===== src/design/gpn_pkg.sv =====
// Shared widths, controller states and command/status structs for the grid partition block.
package gpn_pkg;

    localparam int CNT_W  = 11;
    localparam int RANK_W = 10;
    localparam int SUM_W  = 13;
    localparam int STEP_W = 4;

    localparam logic [CNT_W-1:0] NBR_NONE = '1;

    typedef enum logic [3:0] {
        S_IDLE,
        S_TAG,
        S_A,
        S_AW,
        S_B,
        S_BW,
        S_PLANE,
        S_R1,
        S_R1W,
        S_R2,
        S_R2W,
        S_OUT
    } t_state;

    typedef enum logic [1:0] {
        DIV_N_A,
        DIV_REST_B,
        DIV_R_GX,
        DIV_Q_GY
    } t_div_sel;

    typedef struct packed {
        logic     load_rank;
        logic     search_init;
        logic     div_start;
        t_div_sel div_sel;
        logic     a_next;
        logic     b_init;
        logic     b_test;
        logic     plane_calc;
        logic     save_q1;
        logic     save_cjck;
        logic     out_load;
    } t_cmd;

    typedef struct packed {
        logic tag_hit;
        logic n_small;
        logic a_done;
        logic divides;
        logic b_done;
        logic div_done;
        logic out_free;
    } t_stat;

endpackage


===== src/design/gpn_div.sv =====
// Restoring divider, one quotient bit per cycle.
module gpn_div import gpn_pkg::*; (
    input  logic             i_clk,
    input  logic             i_rst_n,
    input  logic             i_start,
    input  logic [CNT_W-1:0] i_dividend,
    input  logic [CNT_W-1:0] i_divisor,
    output logic             o_done,
    output logic [CNT_W-1:0] o_quot,
    output logic [CNT_W-1:0] o_rem
);

    logic [CNT_W-1:0]  r_rem, r_quot, r_div;
    logic [STEP_W-1:0] r_cnt;
    logic              r_busy, r_done;
    logic [CNT_W:0]    n_shift;
    logic [CNT_W:0]    n_diff;

    // Shift in the next dividend bit and try a subtraction.
    always_comb begin
        n_shift = {r_rem, r_quot[CNT_W-1]};
        n_diff  = n_shift - {1'b0, r_div};
    end

    always_ff @(posedge i_clk) begin
        if (!i_rst_n) begin
            r_busy <= 1'b0;
            r_done <= 1'b0;
            r_cnt  <= '0;
        end else begin
            r_done <= 1'b0;
            if (i_start) begin
                r_busy <= 1'b1;
                r_cnt  <= STEP_W'(CNT_W - 1);
                r_rem  <= '0;
                r_quot <= i_dividend;
                r_div  <= i_divisor;
            end else if (r_busy) begin
                if (!n_diff[CNT_W]) begin
                    r_rem <= n_diff[CNT_W-1:0];
                end else begin
                    r_rem <= n_shift[CNT_W-1:0];
                end
                r_quot <= {r_quot[CNT_W-2:0], ~n_diff[CNT_W]};
                if (r_cnt == '0) begin
                    r_busy <= 1'b0;
                    r_done <= 1'b1;
                end else begin
                    r_cnt <= r_cnt - 1'b1;
                end
            end
        end
    end

    assign o_done = r_done;
    assign o_quot = r_quot;
    assign o_rem  = r_rem;

endmodule


===== src/design/gpn_datapath.sv =====
// Datapath: count register, factor cache, search counters, rank split and result register.
module gpn_datapath import gpn_pkg::*; #(
    parameter logic [CNT_W-1:0] COUNT_LIMIT = 11'd1024
) (
    input  logic                     i_clk,
    input  logic                     i_rst_n,
    input  t_cmd                     i_cmd,
    output t_stat                    o_stat,
    input  logic                     i_cfg_we,
    input  logic [CNT_W-1:0]         i_cfg_wdata,
    input  logic [RANK_W-1:0]        i_rank,
    input  logic                     i_out_ready,
    output logic                     o_out_valid,
    output logic [CNT_W-1:0]         o_grid_x,
    output logic [CNT_W-1:0]         o_grid_y,
    output logic [CNT_W-1:0]         o_grid_z,
    output logic [RANK_W-1:0]        o_cell_i,
    output logic [RANK_W-1:0]        o_cell_j,
    output logic [RANK_W-1:0]        o_cell_k,
    output logic signed [CNT_W-1:0]  o_nbr_x_low,
    output logic signed [CNT_W-1:0]  o_nbr_x_high,
    output logic signed [CNT_W-1:0]  o_nbr_y_low,
    output logic signed [CNT_W-1:0]  o_nbr_y_high,
    output logic signed [CNT_W-1:0]  o_nbr_z_low,
    output logic signed [CNT_W-1:0]  o_nbr_z_high
);

    logic [CNT_W-1:0]  r_pcount, r_tag, r_gx, r_gy, r_gz, r_plane;
    logic [CNT_W-1:0]  r_a, r_b, r_rest, r_q1;
    logic [SUM_W-1:0]  r_best;
    logic [RANK_W-1:0] r_rank, r_ci, r_cj, r_ck;
    logic              r_out_valid;
    logic [CNT_W-1:0]  r_ox, r_oy, r_oz;
    logic [RANK_W-1:0] r_oi, r_oj, r_ok;
    logic [CNT_W-1:0]  r_n0, r_n1, r_n2, r_n3, r_n4, r_n5;

    logic [CNT_W-1:0]     n_eff, n_dvd, n_dvs, n_quot, n_rem, n_rank11;
    logic [SUM_W-1:0]     n_sum;
    logic [2*CNT_W-1:0]   n_prod;
    logic                 n_done, n_in_range;

    // Saturate the configured count at the limit.
    assign n_eff = (r_pcount > COUNT_LIMIT) ? COUNT_LIMIT : r_pcount;

    // Operand selection for the shared divider.
    always_comb begin
        case (i_cmd.div_sel)
            DIV_N_A:    begin n_dvd = n_eff;             n_dvs = r_a;  end
            DIV_REST_B: begin n_dvd = r_rest;            n_dvs = r_b;  end
            DIV_R_GX:   begin n_dvd = {1'b0, r_rank};    n_dvs = r_gx; end
            DIV_Q_GY:   begin n_dvd = r_q1;              n_dvs = r_gy; end
            default:    begin n_dvd = r_q1;              n_dvs = r_gy; end
        endcase
    end

    gpn_div u_div (
        .i_clk      (i_clk),
        .i_rst_n    (i_rst_n),
        .i_start    (i_cmd.div_start),
        .i_dividend (n_dvd),
        .i_divisor  (n_dvs),
        .o_done     (n_done),
        .o_quot     (n_quot),
        .o_rem      (n_rem)
    );

    assign n_sum    = SUM_W'(r_a) + SUM_W'(r_b) + SUM_W'(n_quot);
    assign n_prod   = r_gx * r_gy;
    assign n_rank11 = {1'b0, r_rank};
    assign n_in_range = n_rank11 < n_eff;

    // Status back to the controller.
    always_comb begin
        o_stat.tag_hit  = (r_tag == n_eff);
        o_stat.n_small  = (n_eff <= CNT_W'(1));
        o_stat.a_done   = (r_a > (n_eff >> 1));
        o_stat.divides  = (n_rem == '0);
        o_stat.b_done   = (r_b > (r_rest >> 1));
        o_stat.div_done = n_done;
        o_stat.out_free = !r_out_valid || i_out_ready;
    end

    // Configuration, factor cache and search state.
    always_ff @(posedge i_clk) begin
        if (!i_rst_n) begin
            r_pcount <= CNT_W'(1);
            r_tag    <= '0;
            r_gx     <= CNT_W'(1);
            r_gy     <= CNT_W'(1);
            r_gz     <= CNT_W'(1);
            r_plane  <= CNT_W'(1);
        end else begin
            if (i_cfg_we) begin
                r_pcount <= i_cfg_wdata;
            end
            if (i_cmd.search_init) begin
                r_tag  <= n_eff;
                r_gx   <= CNT_W'(1);
                r_gy   <= CNT_W'(1);
                r_gz   <= CNT_W'(1);
                r_a    <= CNT_W'(1);
                r_best <= SUM_W'(n_eff) + SUM_W'(3);
            end
            if (i_cmd.a_next) begin
                r_a <= r_a + 1'b1;
            end
            if (i_cmd.b_init) begin
                r_rest <= n_quot;
                r_b    <= CNT_W'(1);
            end
            // Keep the first strict minimum of the sum.
            if (i_cmd.b_test) begin
                r_b <= r_b + 1'b1;
                if (n_rem == '0 && n_sum < r_best) begin
                    r_best <= n_sum;
                    r_gx   <= r_a;
                    r_gy   <= r_b;
                    r_gz   <= n_quot;
                end
            end
            if (i_cmd.plane_calc) begin
                r_plane <= n_prod[CNT_W-1:0];
            end
        end
    end

    // Rank split into cell coordinates.
    always_ff @(posedge i_clk) begin
        if (i_cmd.load_rank) begin
            r_rank <= i_rank;
        end
        if (i_cmd.save_q1) begin
            r_ci <= n_rem[RANK_W-1:0];
            r_q1 <= n_quot;
        end
        if (i_cmd.save_cjck) begin
            r_cj <= n_rem[RANK_W-1:0];
            r_ck <= n_quot[RANK_W-1:0];
        end
    end

    // Result register and its valid flag.
    always_ff @(posedge i_clk) begin
        if (!i_rst_n) begin
            r_out_valid <= 1'b0;
        end else if (i_cmd.out_load) begin
            r_out_valid <= 1'b1;
        end else if (i_out_ready) begin
            r_out_valid <= 1'b0;
        end
    end

    always_ff @(posedge i_clk) begin
        if (i_cmd.out_load) begin
            r_ox <= r_gx;
            r_oy <= r_gy;
            r_oz <= r_gz;
            r_oi <= '0;
            r_oj <= '0;
            r_ok <= '0;
            r_n0 <= NBR_NONE;
            r_n1 <= NBR_NONE;
            r_n2 <= NBR_NONE;
            r_n3 <= NBR_NONE;
            r_n4 <= NBR_NONE;
            r_n5 <= NBR_NONE;
            if (n_in_range) begin
                r_oi <= r_ci;
                r_oj <= r_cj;
                r_ok <= r_ck;
                if (r_ci != '0)                      r_n0 <= n_rank11 - 1'b1;
                if (({1'b0, r_ci} + 1'b1) < r_gx)    r_n1 <= n_rank11 + 1'b1;
                if (r_cj != '0)                      r_n2 <= n_rank11 - r_gx;
                if (({1'b0, r_cj} + 1'b1) < r_gy)    r_n3 <= n_rank11 + r_gx;
                if (r_ck != '0)                      r_n4 <= n_rank11 - r_plane;
                if (({1'b0, r_ck} + 1'b1) < r_gz)    r_n5 <= n_rank11 + r_plane;
            end
        end
    end

    assign o_out_valid  = r_out_valid;
    assign o_grid_x     = r_ox;
    assign o_grid_y     = r_oy;
    assign o_grid_z     = r_oz;
    assign o_cell_i     = r_oi;
    assign o_cell_j     = r_oj;
    assign o_cell_k     = r_ok;
    assign o_nbr_x_low  = $signed(r_n0);
    assign o_nbr_x_high = $signed(r_n1);
    assign o_nbr_y_low  = $signed(r_n2);
    assign o_nbr_y_high = $signed(r_n3);
    assign o_nbr_z_low  = $signed(r_n4);
    assign o_nbr_z_high = $signed(r_n5);

endmodule


===== src/design/gpn_ctrl.sv =====
// Controller: sequences the factor search and the rank split over the shared divider.
module gpn_ctrl import gpn_pkg::*; (
    input  logic  i_clk,
    input  logic  i_rst_n,
    input  logic  i_in_valid,
    output logic  o_in_ready,
    input  t_stat i_stat,
    output t_cmd  o_cmd
);

    t_state r_state, n_state;

    always_ff @(posedge i_clk) begin
        if (!i_rst_n) begin
            r_state <= S_IDLE;
        end else begin
            r_state <= n_state;
        end
    end

    // Next state and commands.
    always_comb begin
        n_state    = r_state;
        o_cmd      = '0;
        o_in_ready = 1'b0;
        case (r_state)
            S_IDLE: begin
                o_in_ready = 1'b1;
                if (i_in_valid) begin
                    o_cmd.load_rank = 1'b1;
                    n_state = S_TAG;
                end
            end
            S_TAG: begin
                if (i_stat.tag_hit) begin
                    n_state = S_R1;
                end else begin
                    o_cmd.search_init = 1'b1;
                    n_state = i_stat.n_small ? S_PLANE : S_A;
                end
            end
            S_A: begin
                if (i_stat.a_done) begin
                    n_state = S_PLANE;
                end else begin
                    o_cmd.div_start = 1'b1;
                    o_cmd.div_sel   = DIV_N_A;
                    n_state = S_AW;
                end
            end
            S_AW: begin
                if (i_stat.div_done) begin
                    if (i_stat.divides) begin
                        o_cmd.b_init = 1'b1;
                        n_state = S_B;
                    end else begin
                        o_cmd.a_next = 1'b1;
                        n_state = S_A;
                    end
                end
            end
            S_B: begin
                if (i_stat.b_done) begin
                    o_cmd.a_next = 1'b1;
                    n_state = S_A;
                end else begin
                    o_cmd.div_start = 1'b1;
                    o_cmd.div_sel   = DIV_REST_B;
                    n_state = S_BW;
                end
            end
            S_BW: begin
                if (i_stat.div_done) begin
                    o_cmd.b_test = 1'b1;
                    n_state = S_B;
                end
            end
            S_PLANE: begin
                o_cmd.plane_calc = 1'b1;
                n_state = S_R1;
            end
            S_R1: begin
                o_cmd.div_start = 1'b1;
                o_cmd.div_sel   = DIV_R_GX;
                n_state = S_R1W;
            end
            S_R1W: begin
                if (i_stat.div_done) begin
                    o_cmd.save_q1 = 1'b1;
                    n_state = S_R2;
                end
            end
            S_R2: begin
                o_cmd.div_start = 1'b1;
                o_cmd.div_sel   = DIV_Q_GY;
                n_state = S_R2W;
            end
            S_R2W: begin
                if (i_stat.div_done) begin
                    o_cmd.save_cjck = 1'b1;
                    n_state = S_OUT;
                end
            end
            S_OUT: begin
                if (i_stat.out_free) begin
                    o_cmd.out_load = 1'b1;
                    n_state = S_IDLE;
                end
            end
            default: begin
                n_state = S_IDLE;
            end
        endcase
    end

endmodule


===== src/design/grid_partition_neighbors.sv =====
// Top level of the 3D grid partition and face-neighbor block.
// The block takes one rank at a time. With the factors cached, a rank runs
// the tag check, two 11-step passes of the shared restoring divider (rank by
// grid_x, then that quotient by grid_y), each with its start and done states,
// and the result load. After partition_count changes, the first rank also
// runs the factor search on the same divider, with roughly N/2 outer and the
// sum of rest/2 inner trial divisions. The result register holds a finished
// result while it waits to be taken.
module grid_partition_neighbors import gpn_pkg::*; #(
    parameter int MAX_PARTITIONS = 1024
) (
    input  logic                     i_clk,
    input  logic                     i_rst_n,
    input  logic                     i_cfg_we,
    input  logic [CNT_W-1:0]         i_cfg_wdata,
    input  logic                     i_in_valid,
    output logic                     o_in_ready,
    input  logic [RANK_W-1:0]        i_rank,
    output logic                     o_out_valid,
    input  logic                     i_out_ready,
    output logic [CNT_W-1:0]         o_grid_x,
    output logic [CNT_W-1:0]         o_grid_y,
    output logic [CNT_W-1:0]         o_grid_z,
    output logic [RANK_W-1:0]        o_cell_i,
    output logic [RANK_W-1:0]        o_cell_j,
    output logic [RANK_W-1:0]        o_cell_k,
    output logic signed [CNT_W-1:0]  o_nbr_x_low,
    output logic signed [CNT_W-1:0]  o_nbr_x_high,
    output logic signed [CNT_W-1:0]  o_nbr_y_low,
    output logic signed [CNT_W-1:0]  o_nbr_y_high,
    output logic signed [CNT_W-1:0]  o_nbr_z_low,
    output logic signed [CNT_W-1:0]  o_nbr_z_high
);

    // A limit above the register's range is clipped to the register maximum.
    localparam int CountMax = (1 << CNT_W) - 1;
    localparam logic [CNT_W-1:0] COUNT_LIMIT =
        CNT_W'((MAX_PARTITIONS > CountMax) ? CountMax : MAX_PARTITIONS);

    t_cmd  w_cmd;
    t_stat w_stat;

    gpn_ctrl u_ctrl (
        .i_clk      (i_clk),
        .i_rst_n    (i_rst_n),
        .i_in_valid (i_in_valid),
        .o_in_ready (o_in_ready),
        .i_stat     (w_stat),
        .o_cmd      (w_cmd)
    );

    gpn_datapath #(.COUNT_LIMIT(COUNT_LIMIT)) u_dp (
        .i_clk        (i_clk),
        .i_rst_n      (i_rst_n),
        .i_cmd        (w_cmd),
        .o_stat       (w_stat),
        .i_cfg_we     (i_cfg_we),
        .i_cfg_wdata  (i_cfg_wdata),
        .i_rank       (i_rank),
        .i_out_ready  (i_out_ready),
        .o_out_valid  (o_out_valid),
        .o_grid_x     (o_grid_x),
        .o_grid_y     (o_grid_y),
        .o_grid_z     (o_grid_z),
        .o_cell_i     (o_cell_i),
        .o_cell_j     (o_cell_j),
        .o_cell_k     (o_cell_k),
        .o_nbr_x_low  (o_nbr_x_low),
        .o_nbr_x_high (o_nbr_x_high),
        .o_nbr_y_low  (o_nbr_y_low),
        .o_nbr_y_high (o_nbr_y_high),
        .o_nbr_z_low  (o_nbr_z_low),
        .o_nbr_z_high (o_nbr_z_high)
    );

`ifndef ASSERT_OFF
    // A result never shows an empty grid dimension.
    a_grid_nonzero: assert property (@(posedge i_clk) disable iff (!i_rst_n)
        o_out_valid |-> (o_grid_x != '0 && o_grid_y != '0 && o_grid_z != '0))
        else $error("grid dimension of zero in a result");

    // An upper x neighbor exists only inside the grid along x.
    a_xhigh_inside: assert property (@(posedge i_clk) disable iff (!i_rst_n)
        (o_out_valid && o_nbr_x_high != $signed(NBR_NONE))
            |-> (({1'b0, o_cell_i} + 1'b1) < o_grid_x))
        else $error("upper x neighbor at the grid boundary");

    // A lower z neighbor exists only above the bottom plane.
    a_zlow_inside: assert property (@(posedge i_clk) disable iff (!i_rst_n)
        (o_out_valid && o_nbr_z_low != $signed(NBR_NONE)) |-> (o_cell_k != '0))
        else $error("lower z neighbor on the bottom plane");

    // Two results are never loaded back to back.
    a_one_item: assert property (@(posedge i_clk) disable iff (!i_rst_n)
        w_cmd.out_load |=> !w_cmd.out_load)
        else $error("two results loaded in consecutive cycles");
`endif

endmodule


===== config.mk =====
export PLATFORM = sky130hd
export DESIGN_NAME = grid_partition_neighbors
export DESIGN_NICKNAME = d
export VERILOG_FILES = /design/src/design/gpn_pkg.sv /design/src/design/gpn_div.sv /design/src/design/gpn_datapath.sv /design/src/design/gpn_ctrl.sv /design/src/design/grid_partition_neighbors.sv
export SDC_FILE = /design/constraint.sdc
export NUM_CORES = 1
export LEC_CHECK = 0
export BUFFER_PORTS_ARGS = -buffer_cell sky130_fd_sc_hd__buf_2
export CORE_MARGIN = 4
export CORE_UTILIZATION = 55
export DETAILED_ROUTE_END_ITERATION = 10
export HOLD_SLACK_MARGIN = 0.12
export PLACE_DENSITY = 0.85
export REMOVE_ABC_BUFFERS = 1
export SETUP_SLACK_MARGIN = 0.5
export SYNTH_ARGS = -nofsm -noshare
export SYNTH_HDL_FRONTEND = slang
export SYNTH_SLANG_ARGS = --single-unit

===== constraint.sdc =====
create_clock -name i_clk -period 7.3 [get_ports i_clk]
set_clock_uncertainty 0.2 [all_clocks]
set_input_delay 0.73 -clock i_clk [delete_from_list [all_inputs] [get_ports i_clk]]
set_output_delay 0.73 -clock i_clk [all_outputs]
set_load 0.1 [all_outputs]

# [Word-level counts from Yosys, hierarchy flattened]
# Cells that the tools add are included.
# W data, S select, Z words.
[totals] word_cells=183 input_bits=26 reg_bits=336
[classes] n_lt_le_gt_ge=9 n_mul=1 n_mux=65 n_reduce_logical=30 eq_ne=22 add_sub_neg=16 n_bitwise=4
[op_table] op="$mux W11" n=18
[op_table] op="$pmux W11 S4" n=2
[op_table] op="$pmux W4 S12" n=1
[op_table] op="$add A10 B1 Y11 const B" n=4
[op_table] op="$mux W4" n=10
[op_table] op="$mux W13" n=3
[op_table] op="$lt A11 B11 Y1" n=3
[op_table] op="$reduce_bool A10 Y1" n=3
[op_table] op="$reduce_and A2 Y1" n=13
[op_table] op="$add A10 B11 Y11" n=2
[op_table] op="$add A11 B1 Y11 const B" n=2
[op_table] op="$gt A11 B10 Y1" n=2
[op_table] op="$mux W1" n=22
[op_table] op="$sub A10 B11 Y11" n=2
[op_table] op="$mux W3" n=6
[op_table] op="$eq A4 B3 Y1 const B" n=4
[op_table] op="$eq A4 B4 Y1 const B" n=4
[op_table] op="$add A13 B11 Y13" n=1
[op_table] op="$lt A13 B13 Y1" n=1
[op_table] op="$add A11 B11 Y12" n=1
[op_table] op="$add A11 B2 Y12 const B" n=1
[op_table] op="$pmux W3 S4" n=1
[op_table] op="$sub A12 B11 Y12" n=1
[op_table] op="$eq A11 B11 Y1" n=1
[op_table] op="25 further kinds" n=39

# [Longest topological paths before layout]
# Gate-level depths: netlist of run 1.
[logic_depth] word_depth=8 mapped_depth=23 depth_no_buf=22

# [Cells and area by module]
# A second synthesis of run 1 with hierarchy kept.
[unflattened] cells_unflattened=2006 hier_area_um2=21057.7
[by_module_without_submodules] mod="gpn_datapath" cells_per_inst=1738 instances=1 area_per_inst_um2=18347.6 seq_area_each_um2=8127.8
[by_module_without_submodules] mod="gpn_div" cells_per_inst=184 instances=1 area_per_inst_um2=2168.3 seq_area_each_um2=1111.1
[by_module_without_submodules] mod="gpn_ctrl" cells_per_inst=84 instances=1 area_per_inst_um2=541.8 seq_area_each_um2=80.1

# [Least setup slack after synthesis of run 1]
# No wires, ideal clock.
[synth_path] kind="flip-flop to flip-flop" start="register u_ctrl.r_state[1]" end="register u_dp.r_oi[0], in the netlist u_dp.o_cell_i[0] (enable)" required_time_ns=6.468 path_buffers=1 arrival_ns=6.748 path_stages_with_launch=5 period_less_slack_ns=7.579 setup_ns=0.632 setup_slack_ns=-0.279 cell_sequence="dfxtp_1 clkbuf_1 nor2b_1 nand3_1 nor2b_1"
[synth_lines] item="from (decl)" line="gpn_ctrl.sv:11" rtl="t_state r_state, n_state;"
[synth_lines] item="from (signal assigned)" line="gpn_ctrl.sv:17" rtl="r_state <= n_state;"
[synth_lines] item="to (signal assigned)" line="gpn_datapath.sv:168" rtl="r_oi <= r_ci;"
[synth_lines] item="to (decl)" line="gpn_datapath.sv:34" rtl="logic [RANK_W-1:0] r_oi, r_oj, r_ok;"

# [Final worst setup path of run 1]
[layout_path] start="register u_dp.r_a[0]" end="register u_dp.r_best[0] (data pin)"
[layout_between] elab_chain_len=6
[layout_lines] item="from (decl)" line="gpn_datapath.sv:29" rtl="logic [CNT_W-1:0] r_a, r_b, r_rest, r_q1;"
[layout_lines] item="from (signal assigned)" line="gpn_datapath.sv:105" rtl="r_a <= r_a + 1'b1;"
[layout_lines] item="$add A11 B11 Y12 *" line="gpn_datapath.sv:67" rtl="assign n_sum = SUM_W'(r_a) + SUM_W'(r_b) + SUM_W'(n_quot);"
[layout_lines] item="$add A13 B11 Y13 *" line="gpn_datapath.sv:67"
[layout_lines] item="$lt A13 B13 Y1" line="gpn_datapath.sv:114" rtl="if (n_rem == '0 && n_sum < r_best) begin"
[layout_lines] item="$logic_and A1 B1 Y1" line="gpn_datapath.sv:114"
[layout_lines] item="$mux W13 *" line="gpn_datapath.sv:114"
[layout_lines] item="$mux W13 *" line="gpn_datapath.sv:112" rtl="if (i_cmd.b_test) begin"
[layout_lines] item="to (signal assigned)" line="gpn_datapath.sv:102" rtl="r_best <= SUM_W'(n_eff) + SUM_W'(3);"
[layout_lines] item="to (signal assigned)" line="gpn_datapath.sv:115" rtl="r_best <= n_sum;"
[layout_lines] item="to (decl)" line="gpn_datapath.sv:30" rtl="logic [SUM_W-1:0] r_best;"
# Every way passes the cells marked *; elsewhere a longest branch is shown, timed or not.
# A chain may end at the register's enable or synchronous reset.

==> summary.md, run 1 <==
| Metric | Value |
|---|---|
| Buffers on Ports | 156 |
| Hold Path Depth | 1 |
| Dpl hpwl | 38700 um |
| PD cells | 268 mW/mm^2 |
| Max IR drop VDD | 0.151 mV |
| Setup Fix Bufs, Post-CTS | 0 |
| F_max | 167 MHz |
| Residual DRC count | 0 |
| Number of library cell types mapped by synthesis | 70 |
| R2r startpoint | u_dp.r_a[0]$_SDFFCE_PN1P_ |
| Starting Density | 0.559 |
| Worst reg2reg path depth | 21 |
| Total routed wirelength | 54300 um |
| Final setup fails | 0 |
| Grt total ovfl | 0 |
| Number of diodes | 0 |
| Ys async rst share | 0 |
| Worst r2r dst | u_dp.r_best[0]$_DFFE_PP_ |
| Crit-path slowest cell | edfxtp_1 |
| Clock sinks | 336 |
| Syn Std Cell Area | 0.0205 mm^2 |
| Hold path startpoint | i_rank[6] |
| Biggest register | u_dp.r_best |
| Worst slew pin tran | 1.21 ns |
| CTS tree | yes |
| Drt wl/cell | 20.4 um |
| CP cell instances | ha_1 > fa_1 > a21o_1 > a21oi_1 > o21bai_1 > a21oi_1 > o21ai_0 > a21o_1 > a21oi_1 > xnor2_1 > ha_1 > nand2_1 > o22ai_1 > a211oi_1 > ha_1 > a21o_1 > a21o_1 > a221oi_4 > buf_4 > inv_2 > o221a_2 |
| Period utilization | 0.818 |
| Via-to-Cell Ratio | 6.02 |
| Crit path max fanout | 48 |
| Gp weighted congestion | 0.934 |
| Die Ht | 201 um |
| Post-layout instance area | 0.0231 mm^2 |
| Post-Place Worst Slack | 1.40 ns |
| Static leakage power | 9.12 nW |
| Worst min path class | in2reg |
| CTS Root Cell | clkbuf_16 |
| Full die area | 0.0405 mm^2 |
| Num CTS Buffers | 39 |
| Layout cells sized above 1 | 0.118 |
| Final nets | 2409 |
| First-pass GRT wire length | 85000 um |
| Reg2reg setup slack | 1.33 ns |
| CP endpoint kind | flip-flop |
| CP Launch Type | flip-flop |
| # rows | 70 |
| Post-synthesis sequential area ratio | 0.454 |
| Die width | 201 um |
| CORE AREA | 0.0367 mm^2 |
| Status | finished, final reports clean |
| Detailed Routing Iterations Pass 1 | 6 |
| Ports | 157 |
| Area Overhead vs Synth | 12.6% |
| Clock-pin slew on the worst setup and hold paths | 0.06 ns |
| Max-slew violation count | 0 |
| Htree depth | 2 |
| Critical Path Max Stage Delay | 0.55 ns |
| Max reg flops | 13 |
| CP Class | reg2reg |
| Setup WS post-layout | 1.33 ns |
| Placed inst area | 0.0217 mm^2 |
| Max cap viols | 0 |
| Cts hold-fix bufs | 0 |
| Synthesis Warnings | 0 |
| Via count | 16000 |
| Critical Path RT | 7.41 ns |
| Worst Path Arrival | 6.08 ns |
| Worst Hold Endpoint | u_dp.r_rank[6]$_DFFE_PP_ |
| Synthesized flop and latch total | 336 |
| Fillers | 2825 |
| Initial antenna violation count | 0 |
| Final hold vios | 0 |
| Detail Route Antenna Nets | 0 |
| Post-synth EDFFs | 259 |
| Cell count after synthesis | 2025 |
| CTS resizes | 0 |
| Max_slew headroom | 0.188 |
| RSZ-0062 raised after global routing | no |
| Vias in the first global route | 15800 |
| Main synth FF type | edfxtp_1 |
| Largest net degree at the start of global routing | 102 |
| Clock Latency Late Sink | 0.56 ns |
| Clock buffer depth | 3 |
| Gr usage total | 0.261 |
| Final min period | 5.97 ns |
| Syn_area_per_cell | 10.1 um^2 |
| 1st-iter DRT viols | 1489 |
| Cell mode on critical path | a21o_1 |
worst max-delay path: cells and delay by family, from the launching register on:
kind	cells	cell delay, ns
adder cells (fa/ha/maj)	4	1.33
flip-flops	1	0.55
AO/OA/AOI/OAI	13	2.70
buffers and inverters	2	0.69
AND/OR/NAND/NOR	1	0.10
XOR/XNOR	1	0.14
layout make-up:
cell class / instances / area, um^2 / share of cell area
flip-flops and latches: 336 / 9320 / 0.403
clock buffers: 48 / 1050 / 0.0455
inverters: 178 / 668 / 0.0289
well taps: 468 / 586 / 0.0253
multi-input cells: 1427 / 10200 / 0.441
clock inverters: 22 / 329 / 0.0142
repair buffers: 177 / 951 / 0.0412
worst max path at each step:
stage / from / end / slack, ns / cells past startpoint
after floorplan: u_ctrl.r_state[1]$_SDFFE_PN0P_ / u_dp.o_cell_i[0]$_SDFFCE_PN0P_ / -0.16 / 3
after global placement: u_dp.r_a[0]$_SDFFCE_PN1P_ / u_dp.r_best[10]$_DFFE_PP_ / 1.46 / 21
after detailed placement: u_dp.r_a[0]$_SDFFCE_PN1P_ / u_dp.r_best[0]$_DFFE_PP_ / 1.40 / 21
after CTS: u_dp.r_a[0]$_SDFFCE_PN1P_ / u_dp.r_best[0]$_DFFE_PP_ / 1.39 / 21
after global routing: u_dp.r_a[0]$_SDFFCE_PN1P_ / u_dp.r_best[0]$_DFFE_PP_ / 0.98 / 21
final: u_dp.r_a[0]$_SDFFCE_PN1P_ / u_dp.r_best[0]$_DFFE_PP_ / 1.33 / 21
Yosys cell counts, types with 37 or more instances:
master / number / share of area
a21oi_1: 91 / 0.022
a22oi_1: 43 / 0.016
and2_1: 46 / 0.014
clkbuf_1: 53 / 0.0097
dfxtp_1: 77 / 0.075
edfxtp_1: 259 / 0.38
fa_1: 37 / 0.036
ha_1: 187 / 0.11
inv_1: 177 / 0.032
nand2_1: 189 / 0.035
nand3_1: 58 / 0.014
nor2_1: 185 / 0.034
o21ai_0: 90 / 0.022
xnor2_1: 97 / 0.041
xor2_1: 45 / 0.019
per-stage QoR:
| step | hold WS, ns | total power, mW | util | TNS, ns | instances |
|---|---|---|---|---|---|
| 2_1_floorplan | 0.223 | 3.58 | - | -20.12 | 1941 |
| 3_3_place_gp | 0.259 | 4.00 | 0.592 | 0 | 2586 |
| 3_5_place_dp | 0.263 | 4.07 | 0.592 | 0 | 2586 |
| 4_1_cts | 0.129 | 6.20 | 0.630 | 0 | 2656 |
| 5_1_grt | 0.137 | 6.49 | 0.630 | 0 | 2656 |
| 6_report | 0.154 | 6.19 | 0.630 | 0 | 2656 |
power breakdown:
part | total [mW] | internal, mW | switching [mW]
logic | 1.61 | 0.621 | 0.991
registers | 2.45 | 2.25 | 0.203
clock network | 2.12 | 1.31 | 0.810
layer usage:
| layer | wire [um] | track usage | vias up |
|---|---|---|---|
| li1 | - | - | 7415 |
| met1 | 21400 | 0.330 | 7718 |
| met2 | 26600 | 0.449 | 712 |
| met3 | 3970 | 0.0376 | 146 |
| met4 | 2340 | 0.116 | 0 |
| met5 | 0 | 0 | - |
placed cells by master (no fill, tap or decap), types with 7 or more instances in the layout:
| master | Yosys | final |
|---|---|---|
| nand2_1 | 189 | 189 |
| and3_1 | 18 | 18 |
| inv_1 | 177 | 176 |
| nand2b_1 | 21 | 21 |
| clkbuf_16 | 0 | 41 |
| xor2_1 | 45 | 45 |
| a211oi_1 | 9 | 9 |
| buf_2 | 20 | 156 |
| and2_1 | 46 | 46 |
| nor3_1 | 28 | 27 |
| nor2b_1 | 30 | 27 |
| nor4_1 | 14 | 14 |
| o21a_1 | 28 | 28 |
| clkbuf_1 | 53 | 7 |
| o221ai_1 | 13 | 13 |
| o21ai_1 | 8 | 8 |
| nand3_1 | 58 | 58 |
| or3_1 | 8 | 8 |
| xnor2_1 | 97 | 97 |
| fa_1 | 37 | 37 |
| ha_1 | 187 | 187 |
| a22oi_1 | 43 | 43 |
| a21oi_1 | 91 | 91 |
| nand4_1 | 19 | 19 |
| o21ai_0 | 90 | 89 |
| a21o_1 | 27 | 27 |
| a221o_1 | 10 | 10 |
| nor2_1 | 185 | 185 |
| mux2i_1 | 19 | 19 |
| buf_4 | 4 | 20 |
| dfxtp_1 | 77 | 77 |
| o21bai_1 | 7 | 7 |
| edfxtp_1 | 259 | 259 |
| bufinv_16 | 0 | 8 |
| a31oi_1 | 17 | 16 |
cell families after synthesis:
| logic type | after synthesis | synth area share |
|---|---|---|
| xor gates and xnor gates | 142 | 0.0606 |
| AOI/OAI and AO/OA | 398 | 0.127 |
| buffers and inverters | 262 | 0.0506 |
| and+or+nand+nor | 644 | 0.148 |
| muxes | 19 | 0.00927 |
| adders and majority gates | 224 | 0.150 |
| DFF | 336 | 0.454 |
(Power assumes the default switching activity.)
==> run 2, diff against run 1 <==
==> constraint.sdc (replaced) <==
create_clock -name i_clk -period 5.4 [get_ports i_clk]
set_clock_uncertainty 0.2 [all_clocks]
set_input_delay 0.54 -clock i_clk [delete_from_list [all_inputs] [get_ports i_clk]]
set_output_delay 0.54 -clock i_clk [all_outputs]
set_load 0.1 [all_outputs]
==> summary.md, run 2 (synthesis results as in run 1) <==
| Metric | Value |
|---|---|
| 1st-iter DRT viols | 1523 (+2.3%) |
| Status | finished, final reports clean |
| Commonest non-fill, non-tap cell in the layout | edfxtp_1 |
| Cell mode on critical path | a21oi_2 |
| Via-to-Cell Ratio | 6.02 (about the same) |
| Min Hold Slack | 0.141 ns (-0.0124 ns) |
| Max IR drop VDD | 0.256 mV (+70%) |
| Static leakage power | 9.56 nW (+4.8%) |
| Most frequent cells in the layout | edfxtp_1 (259), nand2_1 (187), nor2_1 (184) |
| Placed inst area | 0.0220 mm^2 (+1.3%) |
| Critical Path Max Stage Delay | 0.45 ns (-0.10 ns) |
| Combinational share of power | 0.297 (+0.037) |
| Worst Path Arrival | 5.14 ns (-0.94 ns) |
| Final setup fails | 0 (unchanged) |
| DR WL met3 | 5070 um (+28%) |
| Worst min path class | in2reg |
| RSZ-0062 raised after global routing | yes |
| Num CTS Buffers | 37 (-5.1%) |
| Final cell utilization of the core | 0.657 (+0.0271) |
| Max-slew violation count | 0 (unchanged) |
| Max_slew headroom | 0.135 (-0.0527) |
| Seq pwr share | 0.387 (-0.009) |
| Worst slew pin tran | 1.29 ns (+0.0784 ns) |
| Via count | 16500 (+3.2%) |
| Starting Density | 0.559 (unchanged) |
| Clock power frac | 0.317 (-0.026) |
| Post-Place Worst Slack | 0.125 ns (-1.27 ns) |
| Met2 Wirelength | 27100 um (+1.9%) |
| CP endpoint kind | flip-flop |
| Detail Route Antenna Nets | 0 (unchanged) |
| Htree depth | 2 (unchanged) |
| Sw frac | 0.334 (+0.00984) |
| Crit path max fanout | 5 (-90%) |
| Clock buffer depth | 3 (unchanged) |
| Layout cells sized above 1 | 0.167 (+0.0494) |
| Total routed wirelength | 57200 um (+5.3%) |
| Clock-pin slew on the worst setup and hold paths | 0.07 ns (about the same) |
| Die width | 201 um (unchanged) |
| Max cap viols | 0 (unchanged) |
| Multi-input gate area | 0.0105 mm^2 (+2.6%) |
| CTS tree | yes |
| CTS Root Cell | clkbuf_16 |
| Clock sinks | 336 (unchanged) |
| CP Launch Type | flip-flop |
| Delay-heaviest family, CP | compound AO/OA/AOI/OAI gates |
| Setup WS post-layout | 0.389 ns (-0.941 ns) |
| Gr usage total | 0.271 (+0.0100) |
| Initial antenna violation count | 0 (unchanged) |
| Full die area | 0.0405 mm^2 (unchanged) |
| Buf+Inv Stages, Crit Path | 4 (+2) |
| FF+latch area | 0.00933 mm^2 (about the same) |
| Detailed Routing Iterations Pass 1 | 6 (unchanged) |
| Area Overhead vs Synth | 17.4% |
| Ports | 157 (unchanged) |
| Power, Total | 8.53 mW (+38%) |
| Highest Signal Layer | met4 |
| PD cells | 354 mW/mm^2 (+32%) |
| Critical Path RT | 5.53 ns (-1.88 ns) |
| Post-layout instance area | 0.0241 mm^2 (+4.3%) |
| Fillers | 2699 (-4.5%) |
| Final nets | 2493 (+3.5%) |
| Setup TNS | 0 ns (unchanged) |
| Final std cells w/o fill | 2739 (+3.1%) |
| Vias in the first global route | 16300 (+3.0%) |
| Drt wl/cell | 20.9 um (+2.1%) |
| Grt total ovfl | 0 (unchanged) |
| F_max | 200 MHz (+19%) |
| Final hold vios | 0 (unchanged) |
| Period utilization | 0.928 (+0.110) |
| Dpl hpwl | 39900 um (+3.2%) |
| Clock Latency Late Sink | 0.57 ns (about the same) |
| Max reg flops | 13 (unchanged) |
| Final min period | 5.01 ns (-0.959 ns) |
| Number of diodes | 0 (unchanged) |
| Gp weighted congestion | 0.960 (+2.8%) |
| First-pass GRT wire length | 87800 um (+3.4%) |
| Inst Count DP | 2624 (+1.5%) |
| Buffers on Ports | 156 (unchanged) |
| Largest net degree at the start of global routing | 102 (unchanged) |
| CP Class | reg2reg |
| Crit-path slowest cell | edfxtp_1 |
| Die Ht | 201 um (unchanged) |
| DRT met1 WL | 22000 um (+2.8%) |
| # rows | 70 (unchanged) |
| CP cell instances | buf_4 > fa_2 > a21o_1 > a21oi_2 > o21bai_1 > a21oi_2 > xnor2_1 > ha_1 > o21a_1 > o21a_1 > nor2_2 > a21oi_2 > nand2_2 > o22ai_2 > a211oi_2 > ha_1 > buf_4 > nand4_1 > a21oi_2 > a221oi_4 > buf_6 > buf_4 > or2_4 > o221a_2 |
| CORE AREA | 0.0367 mm^2 (unchanged) |
| Residual DRC count | 0 (unchanged) |
| Biggest register | u_dp.r_best |
| Internal power | 5.68 mW (+36%) |
| Sw Pwr | 2.84 mW (+42%) |
[run 2: cell types whose count changed in the layout (fill, tap and decap cells not counted), sizes merged]
cell         previous run  this run
buf                   177       239
dlygate4sd3             0        21
clkinv                 11        14
inv                   181       178
bufinv                  8         6
clkinvlp                0         2
[run 2: path summary, 6_finish.rpt]
kind / startpoint / to / slack, ns / cells past startpoint
setup reg to reg: u_dp.r_b[1]$_SDFFCE_PN0P_ / u_dp.r_best[10]$_DFFE_PP_ / 0.39 / 24
hold / removal: i_out_ready / u_dp.o_out_valid$_SDFFE_PN0P_ / 0.14 / 3
hold reg to reg: u_dp.r_plane[7]$_SDFFE_PN0P_ / u_dp.r_plane[7]$_SDFFE_PN0P_ / 0.27 / 2
setup / recovery: u_dp.r_b[1]$_SDFFCE_PN0P_ / u_dp.r_best[10]$_DFFE_PP_ / 0.39 / 24
[run 2: layout make-up]
| class | count | share of cell area |
|---|---|---|
| Clock buffer | 45 | 0.0414 |
| Multi-Input combinational cell | 1427 | 0.434 |
| Inverter | 178 | 0.0277 |
| Sequential cell | 336 | 0.387 |
| Timing Repair Buffer | 263 | 0.0732 |
| Tap cell | 468 | 0.0243 |
| Clock inverter | 22 | 0.0120 |
[run 2: tightest hold or removal path, delay by kind of cell]
family / cells / cell delay, ns
buf+inv: 1 / 0.08
compound gates: 1 / 0.07
simple gates: 1 / 0.14
[run 2: routing by layer]
metal | global-route usage | vias up
li1 | - | 7572
met1 | 0.337 | 7937
met2 | 0.454 | 792
met3 | 0.0604 | 196
met4 | 0.128 | 0
met5 | 0 | -
[run 2: repair_timing]
item	CTS	global route
gates cloned	2	5
gates resized for setup	34	51
hold buffers	21	0
setup endpoints to repair	47	48
hold endpoints to repair	21	0
pin swaps	16	11
setup buffers	10	10
[run 2: power groups by stage]
stage,Combinational (mW),Sequential (mW),Clock [mW]
final,2.53,3.30,2.70
after global routing,2.76,3.31,2.84
after CTS,2.34,3.28,2.72
after detailed placement,2.21,3.34,0
after global placement,2.11,3.33,0
after floorplan,1.58,3.26,0
==> run 3, diff against run 2 <==
--- a/config.mk
+++ b/config.mk
@@ -11,7 +11,6 @@
 export DETAILED_ROUTE_END_ITERATION = 10
 export HOLD_SLACK_MARGIN = 0.12
 export PLACE_DENSITY = 0.85
-export REMOVE_ABC_BUFFERS = 1
 export SETUP_SLACK_MARGIN = 0.5
 export SYNTH_ARGS = -nofsm -noshare
 export SYNTH_HDL_FRONTEND = slang
==> summary.md, run 3 (synthesis results as in run 1) <==
| Metric | Value |
|---|---|
| Status | finished, final reports clean |
| Worst slew pin tran | 1.23 ns (-0.0575 ns) |
| Net count after synthesis | 2275 |
| Die width | 201 um (unchanged) |
| Detail Route Antenna Nets | 0 (unchanged) |
| Residual DRC count | 0 (unchanged) |
| CTS Root Cell | clkbuf_16 |
| CP Depth | 20 (-17%) |
| CP cell instances | ha_4 > a211oi_2 > nor2_2 > or3_4 > a21oi_4 > buf_4 > buf_4 > o221ai_1 > xor2_1 > ha_1 > a21oi_1 > o22ai_2 > a211oi_2 > ha_1 > a21o_1 > a21o_1 > a221oi_4 > buf_6 > inv_6 > o221a_2 |
| Critical Path RT | 5.49 ns (-0.04 ns) |
| CTS tree | yes |
| Clock sinks | 336 (unchanged) |
| First-pass GRT wire length | 87200 um (-0.74%) |
| Max cap viols | 0 (unchanged) |
| Htree depth | 2 (unchanged) |
| Setup TNS | 0 ns (unchanged) |
| Reg2reg setup slack | 0.50 ns (+0.11 ns) |
| Period utilization | 0.908 (-0.0200) |
| Layout cells sized above 1 | 0.158 (-0.00978) |
| Clock-pin slew on the worst setup and hold paths | 0.06 ns (about the same) |
| Worst reg2reg path depth | 20 (-17%) |
| Max-slew violation count | 0 (unchanged) |
| Via count | 16600 (+0.68%) |
| Drt wl/cell | 20.7 um (-0.86%) |
| Full die area | 0.0405 mm^2 (unchanged) |
| Max_slew headroom | 0.180 (+0.0450) |
| 1st-iter DRT viols | 1708 (+12%) |
| Total routed wirelength | 56600 um (-1.0%) |
| RSZ-0062 raised after global routing | yes |
| PD cells | 348 mW/mm^2 (-1.8%) |
| Crit path max fanout | 9 (+4) |
| Number of diodes | 0 (unchanged) |
| Final std cells w/o fill | 2734 (-0.18%) |
| Final nets | 2487 (-0.24%) |
| Gp weighted congestion | 0.992 (+3.3%) |
| Crit-path slowest cell | edfxtp_1 |
| Critical Path Max Stage Delay | 0.44 ns (about the same) |
| Max IR drop VDD | 0.171 mV (-33%) |
| CP endpoint kind | flip-flop |
| Final min period | 4.90 ns (-0.108 ns) |
| Clock buffer depth | 3 (unchanged) |
| Worst Path Arrival | 5.00 ns (-0.14 ns) |
| Most frequent cells in the layout | edfxtp_1 (259), nand2_1 (189), nor2_1 (183) |
| Via-to-Cell Ratio | 6.07 (+0.86%) |
| Hold Path Depth | 3 (unchanged) |
| Ports | 157 (unchanged) |
| CORE AREA | 0.0367 mm^2 (unchanged) |
| Dpl hpwl | 40600 um (+1.7%) |
| Commonest non-fill, non-tap cell in the layout | edfxtp_1 |
| Detailed Routing Iterations Pass 1 | 9 (+3) |
| Num CTS Buffers | 37 (unchanged) |
| Buf+Inv Stages, Crit Path | 4 (unchanged) |
| Initial antenna violation count | 1 (+1) |
| Final setup fails | 0 (unchanged) |
| Starting Density | 0.559 (unchanged) |
| Worst min path class | in2reg |
| Buffers on Ports | 156 (unchanged) |
| Final hold vios | 0 (unchanged) |
| CP Class | reg2reg |
| Inst Count DP | 2624 (unchanged) |
| Die Ht | 201 um (unchanged) |
| Max reg flops | 13 (unchanged) |
| Gr usage total | 0.267 (-0.00452) |
| Static leakage power | 9.48 nW (-0.83%) |
| Largest net degree at the start of global routing | 68 (-33%) |
| CP Launch Type | flip-flop |
| Grt total ovfl | 0 (unchanged) |
| Vias in the first global route | 16100 (-1.2%) |
| Min Hold Slack | 0.139 ns (-0.00224 ns) |
| # rows | 70 (unchanged) |
| Area Overhead vs Synth | 16.1% |
| Delay-heaviest family, CP | compound AO/OA/AOI/OAI gates |
| Biggest register | u_dp.r_best |
| F_max | 204 MHz (+2.2%) |
| Clock Latency Late Sink | 0.54 ns (-0.03 ns) |
-- run 3: layer usage --
layer | wire [um] | global-route usage | vias up
li1 | - | - | 7562
met1 | 21000 | 0.320 | 7954
met2 | 27200 | 0.457 | 874
met3 | 4560 | 0.0408 | 217
met4 | 3890 | 0.159 | 2
met5 | 13 | 0 | -
-- run 3: area by class of cell --
| cell class | count | area, um^2 |
|---|---|---|
| Clock inverter | 19 | 179 |
| Multi-Input combinational cell | 1427 | 10400 |
| Tap cell | 468 | 586 |
| Clock buffer | 49 | 1040 |
| Fill cell | 2630 | 12900 |
| Inverter | 178 | 677 |
| Sequential cell | 336 | 9330 |
| Timing Repair Buffer | 257 | 1640 |
-- run 3: final timing paths --
kind | endpoint | start
setup / recovery | u_dp.r_best[10]$_DFFE_PP_ | u_dp.r_a[1]$_SDFFCE_PN0P_
hold / removal | u_dp.o_out_valid$_SDFFE_PN0P_ | i_out_ready
setup reg to reg | u_dp.r_best[10]$_DFFE_PP_ | u_dp.r_a[1]$_SDFFCE_PN0P_
hold reg to reg | u_dp.r_plane[2]$_SDFFE_PN0P_ | u_dp.r_plane[2]$_SDFFE_PN0P_
-- run 3: power breakdown --
part / internal [mW] / switching (mW) / total (mW)
Combinational: 0.967 / 1.48 / 2.44
Sequential: 3.04 / 0.230 / 3.27
Clock: 1.51 / 1.06 / 2.57
-- run 3: timing repair --
| action | CTS | global route |
|---|---|---|
| setup buffers | 8 | 13 |
| hold endpoints to repair | 21 | 0 |
| pin swaps | 11 | 24 |
| resized for setup | 19 | 40 |
| setup endpoints to repair | 47 | 48 |
| hold buffers | 21 | 0 |
-- run 3: through the flow --
step / setup slack, ns / power, mW / utilization / cell area (um^2)
after CTS: 0.503 / 8.17 / 0.642 / 23600
final: 0.496 / 8.28 / 0.649 / 23800
after global routing: 0.330 / 8.63 / 0.649 / 23800
after global placement: 0.230 / 5.45 / 0.600 / 22000
after floorplan: 0.539 / 4.91 / - / 20500
after detailed placement: 0.0421 / 5.55 / 0.600 / 22000
-- run 3: tightest hold or removal path, cell delays in order --
cell      delay [ns]
buf_2           0.07
nand2b_1        0.14
a21oi_1         0.07
